File: src/hw/rtl/fas_pkg.sv
package fas_pkg;

   localparam int CSR_INDEX_W = 3;
   localparam int CSR_DATA_W  = 24;
   localparam int ACC_W       = 32;

   // Register indexes of the configuration port
   localparam logic [CSR_INDEX_W-1:0] CSR_START_FRAME  = 3'd0;
   localparam logic [CSR_INDEX_W-1:0] CSR_END_FRAME    = 3'd1;
   localparam logic [CSR_INDEX_W-1:0] CSR_FRAME_PERIOD = 3'd2;
   localparam logic [CSR_INDEX_W-1:0] CSR_LOOP_FOREVER = 3'd3;
   localparam logic [CSR_INDEX_W-1:0] CSR_PLAY_COUNT   = 3'd4;

   // Action codes of a request
   localparam logic [1:0] ACT_TICK = 2'd0;
   localparam logic [1:0] ACT_PLAY = 2'd1;
   localparam logic [1:0] ACT_STOP = 2'd2;

   // Result kinds
   localparam logic [1:0] KIND_FRAME   = 2'd0;
   localparam logic [1:0] KIND_STOPPED = 2'd1;
   localparam logic [1:0] KIND_STATUS  = 2'd2;

   typedef enum logic [2:0] {
      ST_IDLE,
      ST_DECODE,
      ST_ADD,
      ST_STEP,
      ST_STATUS
   } state_type;

   typedef enum logic {
      ALU_ADD_SAT,
      ALU_SUB_SAT
   } alu_op_type;

   typedef struct packed {
      logic [15:0] start_frame;
      logic [15:0] end_frame;
      logic [23:0] frame_period;
      logic        loop_forever;
      logic [15:0] play_count;
   } cfg_type;

   typedef struct packed {
      logic [1:0]  kind;
      logic [15:0] frame;
      logic [16:0] frame_count;
      logic        playing;
      logic [15:0] times_left;
      logic        last;
   } rsp_data_type;

endpackage

File: src/hw/rtl/fas_req_if.sv
interface fas_req_if;
   logic        valid;
   logic        ready;
   logic [1:0]  action;
   logic [23:0] elapsed;
   logic        restart_time;

   modport source (output valid, output action, output elapsed, output restart_time,
                   input ready);
   modport sink   (input valid, input action, input elapsed, input restart_time,
                   output ready);
endinterface

File: src/hw/rtl/fas_rsp_if.sv
interface fas_rsp_if;
   logic        valid;
   logic        ready;
   logic [1:0]  kind;
   logic [15:0] frame;
   logic [16:0] frame_count;
   logic        playing;
   logic [15:0] times_left;
   logic        last;

   modport source (output valid, output kind, output frame, output frame_count,
                   output playing, output times_left, output last, input ready);
   modport sink   (input valid, input kind, input frame, input frame_count,
                   input playing, input times_left, input last, output ready);
endinterface

File: src/hw/rtl/fas_alu.sv
module fas_alu import fas_pkg::*; (
   input  alu_op_type       op,
   input  logic [ACC_W-1:0] a,
   input  logic [ACC_W-1:0] b,
   output logic [ACC_W-1:0] result,
   output logic             a_gt_b
);

   logic [ACC_W:0] b_ext;
   logic [ACC_W:0] sum;
   logic           is_sub;

   assign is_sub = (op == ALU_SUB_SAT);
   assign b_ext  = is_sub ? ~{1'b0, b} : {1'b0, b};
   assign sum    = {1'b0, a} + b_ext + {{ACC_W{1'b0}}, is_sub};

   // In subtract mode the top bit flags a borrow
   assign a_gt_b = is_sub && !sum[ACC_W] && (sum[ACC_W-1:0] != '0);

   always_comb begin
      if (is_sub) begin
         result = a_gt_b ? sum[ACC_W-1:0] : '0;
      end else begin
         result = sum[ACC_W] ? '1 : sum[ACC_W-1:0];
      end
   end

endmodule

File: src/hw/rtl/fas_csr.sv
module fas_csr import fas_pkg::*; #(
   parameter int FRAME_BITS = 16
) (
   input  logic                   clock,
   input  logic                   reset,
   input  logic                   we,
   input  logic [CSR_INDEX_W-1:0] index,
   input  logic [CSR_DATA_W-1:0]  wdata,
   output cfg_type                cfg,
   output logic [16:0]            frame_count
);

   localparam logic [31:0] FMASK32 = (FRAME_BITS >= 32) ? 32'hFFFF_FFFF
                                     : ((32'd1 << FRAME_BITS) - 32'd1);
   localparam logic [15:0] FMASK = FMASK32[15:0];

   cfg_type     cfg_ff;
   cfg_type     cfg_in;
   logic [15:0] span;

   always_comb begin
      cfg_in = cfg_ff;
      if (we) begin
         unique case (index)
            CSR_START_FRAME:  cfg_in.start_frame  = wdata[15:0] & FMASK;
            CSR_END_FRAME:    cfg_in.end_frame    = wdata[15:0] & FMASK;
            CSR_FRAME_PERIOD: cfg_in.frame_period = wdata[23:0];
            CSR_LOOP_FOREVER: cfg_in.loop_forever = wdata[0];
            CSR_PLAY_COUNT:   cfg_in.play_count   = wdata[15:0];
            default:          cfg_in = cfg_ff;
         endcase
      end
   end

   always_ff @(posedge clock) begin
      if (reset) begin
         cfg_ff.start_frame  <= '0;
         cfg_ff.end_frame    <= '0;
         cfg_ff.frame_period <= 24'd1;
         cfg_ff.loop_forever <= 1'b1;
         cfg_ff.play_count   <= 16'd1;
      end else begin
         cfg_ff <= cfg_in;
      end
   end

   assign span = (cfg_ff.end_frame >= cfg_ff.start_frame)
                 ? cfg_ff.end_frame - cfg_ff.start_frame
                 : cfg_ff.start_frame - cfg_ff.end_frame;
   assign frame_count = {1'b0, span} + 17'd1;
   assign cfg = cfg_ff;

endmodule

File: src/hw/rtl/fas_seq.sv
module fas_seq import fas_pkg::*; #(
   parameter int STEPS_PER_TICK = 16,
   parameter int FRAME_BITS     = 16
) (
   input  logic         clock,
   input  logic         reset,
   input  logic         take,
   input  logic [1:0]   action,
   input  logic [23:0]  elapsed,
   input  logic         restart_time,
   input  cfg_type      cfg,
   input  logic [16:0]  frame_count,
   input  logic         can_emit,
   output logic         ready,
   output logic         emit,
   output rsp_data_type emit_data
);

   localparam int SW = $clog2(STEPS_PER_TICK + 1);

   state_type              state_ff, state_in;
   logic [1:0]             action_ff;
   logic [23:0]            elapsed_ff;
   logic                   restart_ff;
   logic [ACC_W-1:0]       acc_ff, acc_in;
   logic [FRAME_BITS-1:0]  frame_ff, frame_in;
   logic                   running_ff, running_in;
   logic                   fwd_ff, fwd_in;
   logic                   endless_ff, endless_in;
   logic [15:0]            passes_ff, passes_in;
   logic [SW-1:0]          steps_ff, steps_in;

   alu_op_type             alu_op;
   logic [ACC_W-1:0]       alu_b;
   logic [ACC_W-1:0]       alu_res;
   logic                   alu_gt;

   logic [31:0]            start32, end32, frame32;
   logic [FRAME_BITS-1:0]  start_fb, end_fb;
   logic                   step_go;
   logic [1:0]             kind;
   logic                   tl_old;

   assign start32  = {16'b0, cfg.start_frame};
   assign end32    = {16'b0, cfg.end_frame};
   assign start_fb = start32[FRAME_BITS-1:0];
   assign end_fb   = end32[FRAME_BITS-1:0];

   fas_alu u_alu (
      .op     (alu_op),
      .a      (acc_ff),
      .b      (alu_b),
      .result (alu_res),
      .a_gt_b (alu_gt)
   );

   // Shared unit: saturating add of elapsed time, then compare-and-subtract of the period
   always_comb begin
      if (state_ff == ST_STEP) begin
         alu_op = ALU_SUB_SAT;
         alu_b  = {8'b0, cfg.frame_period};
      end else begin
         alu_op = ALU_ADD_SAT;
         alu_b  = {8'b0, elapsed_ff};
      end
   end

   assign step_go = running_ff && alu_gt && (steps_ff < SW'(STEPS_PER_TICK));
   assign ready   = (state_ff == ST_IDLE);

   // Next state
   always_comb begin
      state_in = state_ff;
      unique case (state_ff)
         ST_IDLE: begin
            if (take) state_in = ST_DECODE;
         end
         ST_DECODE: begin
            case (action_ff)
               ACT_TICK: state_in = running_ff ? ST_ADD : ST_STATUS;
               ACT_PLAY: state_in = (!restart_ff || can_emit) ? ST_STATUS : ST_DECODE;
               ACT_STOP: state_in = can_emit ? ST_STATUS : ST_DECODE;
               default:  state_in = ST_STATUS;
            endcase
         end
         ST_ADD:    state_in = ST_STEP;
         ST_STEP: begin
            if (!step_go) state_in = ST_STATUS;
         end
         ST_STATUS: begin
            if (can_emit) state_in = ST_IDLE;
         end
         default:   state_in = ST_IDLE;
      endcase
   end

   // Datapath updates and result generation
   always_comb begin
      acc_in     = acc_ff;
      frame_in   = frame_ff;
      running_in = running_ff;
      fwd_in     = fwd_ff;
      endless_in = endless_ff;
      passes_in  = passes_ff;
      steps_in   = steps_ff;
      emit       = 1'b0;
      kind       = KIND_STATUS;
      tl_old     = 1'b0;
      unique case (state_ff)
         ST_IDLE: begin
         end
         ST_DECODE: begin
            case (action_ff)
               ACT_PLAY: begin
                  if (!restart_ff || can_emit) begin
                     running_in = 1'b1;
                     fwd_in     = (cfg.end_frame >= cfg.start_frame);
                     endless_in = cfg.loop_forever;
                     passes_in  = cfg.play_count;
                     if (restart_ff) begin
                        acc_in   = '0;
                        frame_in = start_fb;
                        emit     = 1'b1;
                        kind     = KIND_FRAME;
                     end
                  end
               end
               ACT_STOP: begin
                  if (can_emit) begin
                     running_in = 1'b0;
                     acc_in     = '0;
                     emit       = 1'b1;
                     kind       = KIND_STOPPED;
                  end
               end
               default: begin
               end
            endcase
         end
         ST_ADD: begin
            acc_in   = alu_res;
            steps_in = '0;
         end
         ST_STEP: begin
            if (step_go && can_emit) begin
               steps_in = steps_ff + SW'(1);
               emit     = 1'b1;
               if (frame_ff != end_fb) begin
                  frame_in = fwd_ff ? frame_ff + FRAME_BITS'(1) : frame_ff - FRAME_BITS'(1);
                  acc_in   = alu_res;
                  kind     = KIND_FRAME;
               end else if (endless_ff || passes_ff > 16'd1) begin
                  // Wrap to the start; the result shows the pass count before the decrement
                  frame_in = start_fb;
                  acc_in   = alu_res;
                  kind     = KIND_FRAME;
                  tl_old   = 1'b1;
                  if (!endless_ff) passes_in = passes_ff - 16'd1;
               end else begin
                  running_in = 1'b0;
                  acc_in     = '0;
                  kind       = KIND_STOPPED;
               end
            end
         end
         ST_STATUS: begin
            emit = can_emit;
            kind = KIND_STATUS;
         end
         default: begin
         end
      endcase
   end

   assign frame32 = 32'(frame_in);

   always_comb begin
      emit_data.kind        = kind;
      emit_data.frame       = frame32[15:0];
      emit_data.frame_count = frame_count;
      emit_data.playing     = running_in;
      if (endless_in) begin
         emit_data.times_left = 16'd1;
      end else if (tl_old) begin
         emit_data.times_left = passes_ff;
      end else begin
         emit_data.times_left = passes_in;
      end
      emit_data.last        = (kind == KIND_STATUS);
   end

   always_ff @(posedge clock) begin
      if (reset) begin
         state_ff   <= ST_IDLE;
         acc_ff     <= '0;
         frame_ff   <= '0;
         running_ff <= 1'b0;
         fwd_ff     <= 1'b1;
         endless_ff <= 1'b1;
         passes_ff  <= 16'd1;
         steps_ff   <= '0;
      end else begin
         state_ff   <= state_in;
         acc_ff     <= acc_in;
         frame_ff   <= frame_in;
         running_ff <= running_in;
         fwd_ff     <= fwd_in;
         endless_ff <= endless_in;
         passes_ff  <= passes_in;
         steps_ff   <= steps_in;
      end
   end

   // Hold the request payload for the life of the item
   always_ff @(posedge clock) begin
      if (take) begin
         action_ff  <= action;
         elapsed_ff <= elapsed;
         restart_ff <= restart_time;
      end
   end

endmodule

File: src/hw/rtl/frame_animation_sequencer.sv
// Sprite animation frame stepper.
// req channel: one transfer per item carrying action (tick, play, stop),
// elapsed time units (tick only) and restart_time (play only).
// rsp channel: each item yields zero or more events (frame changed, stopped)
// followed by exactly one status transfer with last set.
// csr port: write-only registers start_frame, end_frame, frame_period,
// loop_forever and play_count; write them only while the block is idle.
// Flow: a play, a stop or a tick while stopped goes from decode to its
// status (held while the receiver stalls). A running tick first does the
// saturating add of the elapsed time, then advances frames in the step state,
// at most STEPS_PER_TICK of them: all on the single shared 33-bit adder that
// adds the elapsed time and compares and subtracts the frame period.
// req.ready is high only between items; a new item is taken while the status
// of the previous one still waits in the output register.
// Reset clears the time, frame 0, not playing, forward, endless, one pass,
// and loads the register defaults. A stalled receiver freezes the sequencer
// until the held result is taken; nothing is dropped.
module frame_animation_sequencer import fas_pkg::*; #(
   parameter int STEPS_PER_TICK = 16,
   parameter int FRAME_BITS     = 16
) (
   input  logic                   clock,
   input  logic                   reset,
   input  logic                   csr_we,
   input  logic [CSR_INDEX_W-1:0] csr_index,
   input  logic [CSR_DATA_W-1:0]  csr_wdata,
   fas_req_if.sink                req,
   fas_rsp_if.source              rsp
);

   cfg_type      cfg;
   logic [16:0]  frame_count;
   logic         seq_ready;
   logic         emit;
   rsp_data_type emit_data;
   logic         take;
   logic         can_emit;

   logic         rsp_valid_ff, rsp_valid_in;
   rsp_data_type rsp_data_ff;

   fas_csr #(
      .FRAME_BITS (FRAME_BITS)
   ) u_csr (
      .clock       (clock),
      .reset       (reset),
      .we          (csr_we),
      .index       (csr_index),
      .wdata       (csr_wdata),
      .cfg         (cfg),
      .frame_count (frame_count)
   );

   // Accept a request only between items
   assign req.ready = seq_ready;
   assign take      = req.valid && seq_ready;

   // The output slot is free when empty or being drained this cycle
   assign can_emit = !rsp_valid_ff || rsp.ready;

   fas_seq #(
      .STEPS_PER_TICK (STEPS_PER_TICK),
      .FRAME_BITS     (FRAME_BITS)
   ) u_seq (
      .clock        (clock),
      .reset        (reset),
      .take         (take),
      .action       (req.action),
      .elapsed      (req.elapsed),
      .restart_time (req.restart_time),
      .cfg          (cfg),
      .frame_count  (frame_count),
      .can_emit     (can_emit),
      .ready        (seq_ready),
      .emit         (emit),
      .emit_data    (emit_data)
   );

   // Output register: load on emit, drop valid once the transfer completes
   always_comb begin
      rsp_valid_in = rsp_valid_ff;
      if (emit) begin
         rsp_valid_in = 1'b1;
      end else if (rsp.ready) begin
         rsp_valid_in = 1'b0;
      end
   end

   always_ff @(posedge clock) begin
      if (reset) begin
         rsp_valid_ff <= 1'b0;
      end else begin
         rsp_valid_ff <= rsp_valid_in;
      end
   end

   always_ff @(posedge clock) begin
      if (emit) begin
         rsp_data_ff <= emit_data;
      end
   end

   assign rsp.valid       = rsp_valid_ff;
   assign rsp.kind        = rsp_data_ff.kind;
   assign rsp.frame       = rsp_data_ff.frame;
   assign rsp.frame_count = rsp_data_ff.frame_count;
   assign rsp.playing     = rsp_data_ff.playing;
   assign rsp.times_left  = rsp_data_ff.times_left;
   assign rsp.last        = rsp_data_ff.last;

endmodule
File: src/flat_wrapper.sv
// flat-port wrapper written by rule: the top's interface ports become plain ports
module frame_animation_sequencer_flat import fas_pkg::*;
#(
   parameter int STEPS_PER_TICK = 16,
   parameter int FRAME_BITS     = 16
)
  (clock, reset, csr_we, csr_index, csr_wdata, req_valid, req_action, req_elapsed, req_restart_time, req_ready, rsp_valid, rsp_kind, rsp_frame, rsp_frame_count, rsp_playing, rsp_times_left, rsp_last, rsp_ready);
  fas_req_if req_i ();
  fas_rsp_if rsp_i ();
  input  logic clock;
  input  logic reset;
  input  logic csr_we;
  input  logic [CSR_INDEX_W-1:0] csr_index;
  input  logic [CSR_DATA_W-1:0] csr_wdata;
  input wire logic [$bits(req_i.valid)-1:0] req_valid;
  input wire logic [$bits(req_i.action)-1:0] req_action;
  input wire logic [$bits(req_i.elapsed)-1:0] req_elapsed;
  input wire logic [$bits(req_i.restart_time)-1:0] req_restart_time;
  output wire logic [$bits(req_i.ready)-1:0] req_ready;
  output wire logic [$bits(rsp_i.valid)-1:0] rsp_valid;
  output wire logic [$bits(rsp_i.kind)-1:0] rsp_kind;
  output wire logic [$bits(rsp_i.frame)-1:0] rsp_frame;
  output wire logic [$bits(rsp_i.frame_count)-1:0] rsp_frame_count;
  output wire logic [$bits(rsp_i.playing)-1:0] rsp_playing;
  output wire logic [$bits(rsp_i.times_left)-1:0] rsp_times_left;
  output wire logic [$bits(rsp_i.last)-1:0] rsp_last;
  input wire logic [$bits(rsp_i.ready)-1:0] rsp_ready;
  assign req_i.valid = req_valid;
  assign req_i.action = req_action;
  assign req_i.elapsed = req_elapsed;
  assign req_i.restart_time = req_restart_time;
  assign req_ready = req_i.ready;
  assign rsp_valid = rsp_i.valid;
  assign rsp_kind = rsp_i.kind;
  assign rsp_frame = rsp_i.frame;
  assign rsp_frame_count = rsp_i.frame_count;
  assign rsp_playing = rsp_i.playing;
  assign rsp_times_left = rsp_i.times_left;
  assign rsp_last = rsp_i.last;
  assign rsp_i.ready = rsp_ready;
  frame_animation_sequencer #(.STEPS_PER_TICK(STEPS_PER_TICK), .FRAME_BITS(FRAME_BITS)) u_core (.clock(clock), .reset(reset), .csr_we(csr_we), .csr_index(csr_index), .csr_wdata(csr_wdata), .req(req_i), .rsp(rsp_i));
endmodule
File: config.mk
export PLATFORM = sky130hd
export DESIGN_NAME = frame_animation_sequencer_flat
export DESIGN_NICKNAME = d
export VERILOG_FILES = /design/src/hw/rtl/fas_pkg.sv /design/src/hw/rtl/fas_req_if.sv /design/src/hw/rtl/fas_rsp_if.sv /design/src/hw/rtl/fas_alu.sv /design/src/hw/rtl/fas_csr.sv /design/src/hw/rtl/fas_seq.sv /design/src/hw/rtl/frame_animation_sequencer.sv /design/src/flat_wrapper.sv
export SDC_FILE = /design/constraint.sdc
export NUM_CORES = 1
export LEC_CHECK = 0
export BUFFER_PORTS_ARGS = -buffer_cell sky130_fd_sc_hd__buf_2
export CELL_PAD_IN_SITES_DETAIL_PLACEMENT = 1
export CELL_PAD_IN_SITES_GLOBAL_PLACEMENT = 1
export CORE_AREA = 3 3 170 188
export DETAILED_ROUTE_END_ITERATION = 8
export DIE_AREA = 0 0 173 191
export HOLD_SLACK_MARGIN = 0.02
export PLACE_DENSITY = 0.93
export SETUP_SLACK_MARGIN = 0.02
export SLEW_MARGIN = 20
export SYNTH_ARGS = -nofsm -noshare
export SYNTH_HDL_FRONTEND = slang
export SYNTH_SLANG_ARGS = --single-unit
File: constraint.sdc
create_clock -name clock -period 12 [get_ports clock]
set_clock_uncertainty 0.15 [all_clocks]
set_input_delay 1.2 -clock clock [delete_from_list [all_inputs] [get_ports clock]]
set_output_delay 1.2 -clock clock [all_outputs]
set_load 0.02 [all_outputs]
==> flow_summary.toml, run 1 <==
[outcome]
outcome = "completed"

[clock_tree]
clk_path_buf_depth = 3
cts-buffers-inserted = 27
clock-sinks = 229
htreeDepth = 1
clk_latency_ns = 0.56
path_clk_slew_ns = 0.06
cts-root-buf = "clkbuf_16"
cts.hold.buffers_added = 0
cts_resized = 0
postCtsSetupBuffers = 0
cts_tree = "done"

[logic_synthesis]
synthAdderAreaFrac = 0.0780
synth_nets = 1959
async_flop_share = 0
synth_top_family_by_area = "compound AO/OA/AOI/OAI gates"
ys_ff_latch = 229
synth_top_cell_by_area = "dfxtp_1"
synth.area.mux_share = 0.0185
yosysUniqueCellTypes = 99
synth_cells = 1809
yosys.area.top_type_share = 0.199
yosysWarnings = 0
avgSynthCellArea_um2 = 8.28
synth-seq-area-share = 0.359
synth_compound_area_frac = 0.242
synth-xor-area-share = 0.0462
ys.flop_type = "dfxtp_1"
synth-simple-area-share = 0.209
netlist_area_um2 = 15000
ys_top_cells_by_area = "dfxtp_1 20%, edfxtp_1 16%, ha_1 7.3%"
synth_edf_count = 80

[die]
initial_core_util = 0.494
pin_count = 114
die_w_um = 173
fp.coreArea_um2 = 30300
die_h_um = 191
dieArea_um2 = 33000
rows = 67

[power_and_ir_drop]
p_leak_nw = 6.47
power_density_nw_per_um2 = 123
worst_ir_drop_vdd_uv = 100

[grt]
use_met2 = 0.549
gr-usage-met3 = 0.0570
met1_usage = 0.363
grt_pass1_wl_um = 83400
antenna_found_initial = 0
grt_overflow = 0
top_usage_layer = "met2"
grt_pass1_vias = 15119
grt_use_total = 0.312
grt_max_degree = 59

[worst_setup_path]
worst-setup-path-type = "flip-flop to flip-flop"
worstPathMaxFanout = 58
crit_required_ns = 12.31
critPathArrivalTime_ns = 7.45
start_kind = "flip-flop"
critPathCaptureType = "flip-flop"

[layout]
final_layout_size_suffix_gt1_frac = 0.116
layout_commonest_cell = "nand2_1"
layout_common_cells = "263 x nand2_1, 204 x a21oi_1, 148 x dfxtp_1"
finish.utilization = 0.547
fillerInstances = 3704
final_cells = 2290
synthToLayoutAreaGrowth_pct = 10.7
antenna_cells = 0
fin_nets = 2006

[drt]
routed_wl_um = 53100
drtIter0Drc = 1229
wl_per_cell_um = 23.2
vias_per_cell = 6.38
first_pass_iters = 5
vias = 14618
remaining_drc_errors = 0
drtAntennaViolNets = 0

[timing]
setup_viol = 0
hold_violations = 0
tns_ns = 0
period_minus_slack_ns = 7.14
rsz0062_at_grt = "false"
timing.fmax_mhz = 140
max_slew_margin = 0.196
fin_crit_sh = 0.595
maxSlewViolCount = 0
worst_pin_slew_ns = 1.20

[place]
gp_congestion = 0.971
dpl.hpwl_um = 38300
portBuffers = 113
dpl.cell_count = 2241

[run]
drv_cap = 0

[worst_hold_path]
hold_class = "flip-flop to flip-flop"
-- synth_stat cells (all sizes together) (8+ instances only) --
master and number:
and3 9, dfxtp 149, inv 68, nor2 133, ha 87, o31ai 17
nor4 20, nor2b 18, nor3 44, a21oi 207, o211ai 14, xor2 44
and2 24, edfxtp 80, nor3b 8, nand4 26, nand3b 8, o22ai 16
a21o 26, o21a 21, a22oi 12, nand2 264, xnor2 35, or2 8
nand2b 11, o21ai 92, nand3 41, or3 17, clkbuf 78, a211oi 19
o21bai 10, o2bb2ai 35, mux2i 24, a31oi 14, buf 31
-- power by group --
| part | internal [mW] | total [mW] | leakage, nW | switching (mW) |
|---|---|---|---|---|
| clock network | 0.476 | 0.818 | 0.419 | 0.342 |
| registers | 0.840 | 0.862 | 1.94 | 0.0217 |
| logic | 0.122 | 0.370 | 4.11 | 0.247 |
-- path summary, 6_finish.rpt --
check                           startpoint                 endpoint  slack (ns)  cells after the start
setup / recovery  u_core.u_seq.state_ff[1]  u_core.u_seq.acc_ff[11]        4.86                     18
hold reg to reg       u_core.u_csr.cfg[36]     u_core.u_csr.cfg[36]        0.31                      2
setup reg to reg  u_core.u_seq.state_ff[1]  u_core.u_seq.acc_ff[11]        4.86                     18
hold / removal        u_core.u_csr.cfg[36]     u_core.u_csr.cfg[36]        0.31                      2
-- metal layers --
layer,wire length (um),up-vias,part of all wire
met4,3040,0,0.057
met5,0,-,0
li1,-,6661,-
met1,21000,7173,0.39
met3,3560,202,0.067
met2,25500,582,0.48
-- cell type report --
cell class | instances | area, um^2 | share of cell area
clock buffers | 43 | 797 | 0.0480
clock inverters | 6 | 65.1 | 0.00392
inverters | 68 | 255 | 0.0154
multi-input cells | 1403 | 8900 | 0.536
flip-flops and latches | 229 | 5390 | 0.325
well taps | 414 | 518 | 0.0312
repair buffers | 127 | 673 | 0.0406
-- worst max-delay path, cell delays in order (launching register included) --
cell	delay, ns
dfxtp_2	0.31
buf_4	0.50
nand3b_1	0.47
buf_4	0.46
o21ai_0	0.33
inv_1	0.11
fa_1	0.46
nand3b_1	0.26
a211oi_2	0.48
a21oi_1	0.22
xnor2_1	0.18
a221oi_1	0.30
nor4b_1	0.43
nand4_1	0.30
nor4_4	0.49
or2_4	0.31
a31oi_4	0.15
a21oi_4	0.87
o2bb2ai_1	0.20
-- through the flow --
| stage | power (mW) | instance area [um^2] | hold slack [ns] | setup slack [ns] |
|---|---|---|---|---|
| floorplan | 1.13 | 15000 | 0.283 | 5.76 |
| global placement | 1.22 | 15700 | 0.289 | 5.19 |
| detailed placement | 1.24 | 15700 | 0.297 | 5.10 |
| CTS | 2.05 | 16600 | 0.305 | 5.04 |
| global route | 2.13 | 16600 | 0.327 | 4.29 |
| finish | 2.05 | 16600 | 0.305 | 4.86 |
-- sequential cells by signal, summed over array words and instances (netlist names), 2 cells and up --
register / cells
u_core.u_seq.steps_ff: 5
u_core.u_seq.frame_ff: 16
u_core.rsp.frame: 16
u_core.u_seq.passes_ff: 16
u_core.u_seq.acc_ff: 32
u_core.u_seq.state_ff: 3
u_core.u_csr.cfg: 73
u_core.u_seq.elapsed_ff: 24
u_core.rsp.times_left: 16
u_core.rsp.kind: 2
u_core.rsp.frame_count: 17
u_core.u_seq.action_ff: 2
-- logic make-up (layout without fill, tap and decap cells) --
family                   after synthesis  after routing
flip-flops                           229            229
AND/OR/NAND/NOR                      652            652
AO/OA/AOI/OAI                        554            554
buffers and inverters                177            244
adder cells (fa/ha/maj)               91             91
XOR/XNOR                              79             79
multiplexers                          27             27
Note: power is estimated with default switching activity, not from simulation.
==> run 2: changes to the inputs <==
- CORE_AREA: 3 3 170 188 -> 3 3 185 205
- DIE_AREA: 0 0 173 191 -> 0 0 188 208
- PLACE_DENSITY: 0.93 -> 0.84
- clock period: 12 -> 6.53 ns (I/O delays scaled with it)
==> flow_summary.toml, run 2 (synthesized netlist as in run 1, its figures left out) <==
[timing]
hold_violations = 0
fin_crit_sh = 0.898
setup_viol = 0
worst_pin_slew_ns = 1.08
whs_ns = 0.110
maxSlewViolCount = 0
rsz0062_at_grt = "false"
tns_ns = 0
timing.fmax_mhz = 170
period_minus_slack_ns = 5.87
max_slew_margin = 0.278

[place]
gp_congestion = 0.927
portBuffers = 113
dpl.hpwl_um = 39300

[die]
initial_core_util = 0.415
pin_count = 114
rows = 73
die_w_um = 188
dieArea_um2 = 39100
die_h_um = 208
fp.coreArea_um2 = 36100

[clock_tree]
postCtsSetupBuffers = 0
cts_tree = "done"
clock-sinks = 229
cts_resized = 0
path_clk_slew_ns = 0.06
htreeDepth = 1
cts-buffers-inserted = 27
clk_latency_ns = 0.57
clk_path_buf_depth = 3
cts-root-buf = "clkbuf_16"
cts.hold.buffers_added = 0

[worst_setup_path]
worstPathMaxFanout = 46
reg2regPathDepth = 18
critPathCaptureType = "flip-flop"
crit_required_ns = 6.81
start_kind = "flip-flop"
r2r_slack_ns = 0.66
critPathArrivalTime_ns = 6.15
worst-setup-path-type = "flip-flop to flip-flop"
rr_startpoint = "u_core.u_seq.state_ff[0]"
rr_endpoint = "u_core.u_seq.acc_ff[6]"

[layout]
largest_reg_flops = 73
final_layout_size_suffix_gt1_frac = 0.121
layout_commonest_cell = "nand2_1"
layout_common_cells = "263 x nand2_1, 204 x a21oi_1, 148 x dfxtp_1"
antenna_cells = 0
synthToLayoutAreaGrowth_pct = 11.9
fin_nets = 2012
fillerInstances = 4331

[power_and_ir_drop]
p_leak_nw = 6.53
power_density_nw_per_um2 = 228
worst_ir_drop_vdd_uv = 184

[grt]
antenna_found_initial = 2
grt_overflow = 0
grt_use_total = 0.260
grt_pass1_vias = 14899
grt_max_degree = 78
grt_pass1_wl_um = 82500

[drt]
first_pass_iters = 5
remaining_drc_errors = 0
drtAntennaViolNets = 0
vias_per_cell = 6.06
routed_wl_um = 52900
vias = 14365
wl_per_cell_um = 22.3
drtIter0Drc = 973

[worst_hold_path]
whs_path_depth = 1
hold_path_end = "u_core.u_seq.elapsed_ff[2]"
min_from = "req_elapsed[2]"
hold_class = "input port to flip-flop"

[run]
drv_cap = 0

[outcome]
outcome = "completed"
-- run 2: worst max path at each step --
stage	start	to	slack (ns)	cells after the start
2_1_floorplan	u_core.u_seq.state_ff[2]	u_core.rsp.frame[0]	0.29	18
3_3_place_gp	u_core.u_seq.state_ff[0]	u_core.rsp.times_left[13]	0.93	17
3_5_place_dp	u_core.u_seq.state_ff[0]	u_core.rsp.times_left[15]	0.77	17
4_1_cts	u_core.u_seq.state_ff[0]	u_core.rsp.times_left[15]	0.70	17
5_1_grt	u_core.u_seq.state_ff[0]	u_core.rsp.times_left[15]	0.27	17
6_report	u_core.u_seq.state_ff[0]	u_core.u_seq.acc_ff[6]	0.66	18
-- run 2: metrics by stage --
stage           util  power [mW]  std cells  worst slack (ns)  area [um^2]
5_1_grt        0.465        3.97       2370             0.266        16800
3_5_place_dp   0.440        2.28       2320             0.774        15900
3_3_place_gp   0.440        2.26       2319             0.934        15900
4_1_cts        0.465        3.86       2370             0.701        16800
6_report       0.465        3.83       2370             0.664        16800
2_1_floorplan      -        2.07       1809             0.293        15000
-- run 2: final cells by class --
class,instances,area (um^2),area share
clock inverter,15,139,0.00828
multi-input combinational,1403,8900,0.530
clock buffer,35,768,0.0458
inverter,68,255,0.0152
sequential,229,5390,0.321
timing repair buffer,133,722,0.0430
tap,487,609,0.0363
-- run 2: worst max-delay path, stage by stage (launching register included) --
cell and delay (ns):
dfxtp_1 0.58, nand3b_1 0.28, buf_4 0.36, nor2_1 0.16, a21oi_1 0.07, fa_1 0.44, nand3b_1 0.27, a211oi_2 0.51
a21oi_1 0.14, o21ai_0 0.29, a311oi_1 0.19, nor4b_1 0.41, nand4_1 0.26, nor4_4 0.45, or2_4 0.31, a31oi_4 0.13
o21ai_2 0.31, buf_4 0.32, o2bb2ai_1 0.08
-- run 2: power breakdown --
part / total, mW / switching [mW] / internal, mW
Sequential: 1.58 / 0.0398 / 1.54
Combinational: 0.685 / 0.460 / 0.225
Clock: 1.56 / 0.649 / 0.912
-- run 2: per-layer routing --
layer	routed length [um]	vias to the layer above	part of all wire	global-route usage
met5	21	-	0.00040	0
met3	2790	137	0.053	0.0339
met4	2430	4	0.046	0.117
met1	21700	7061	0.41	0.317
li1	-	6677	-	-
met2	26000	486	0.49	0.457
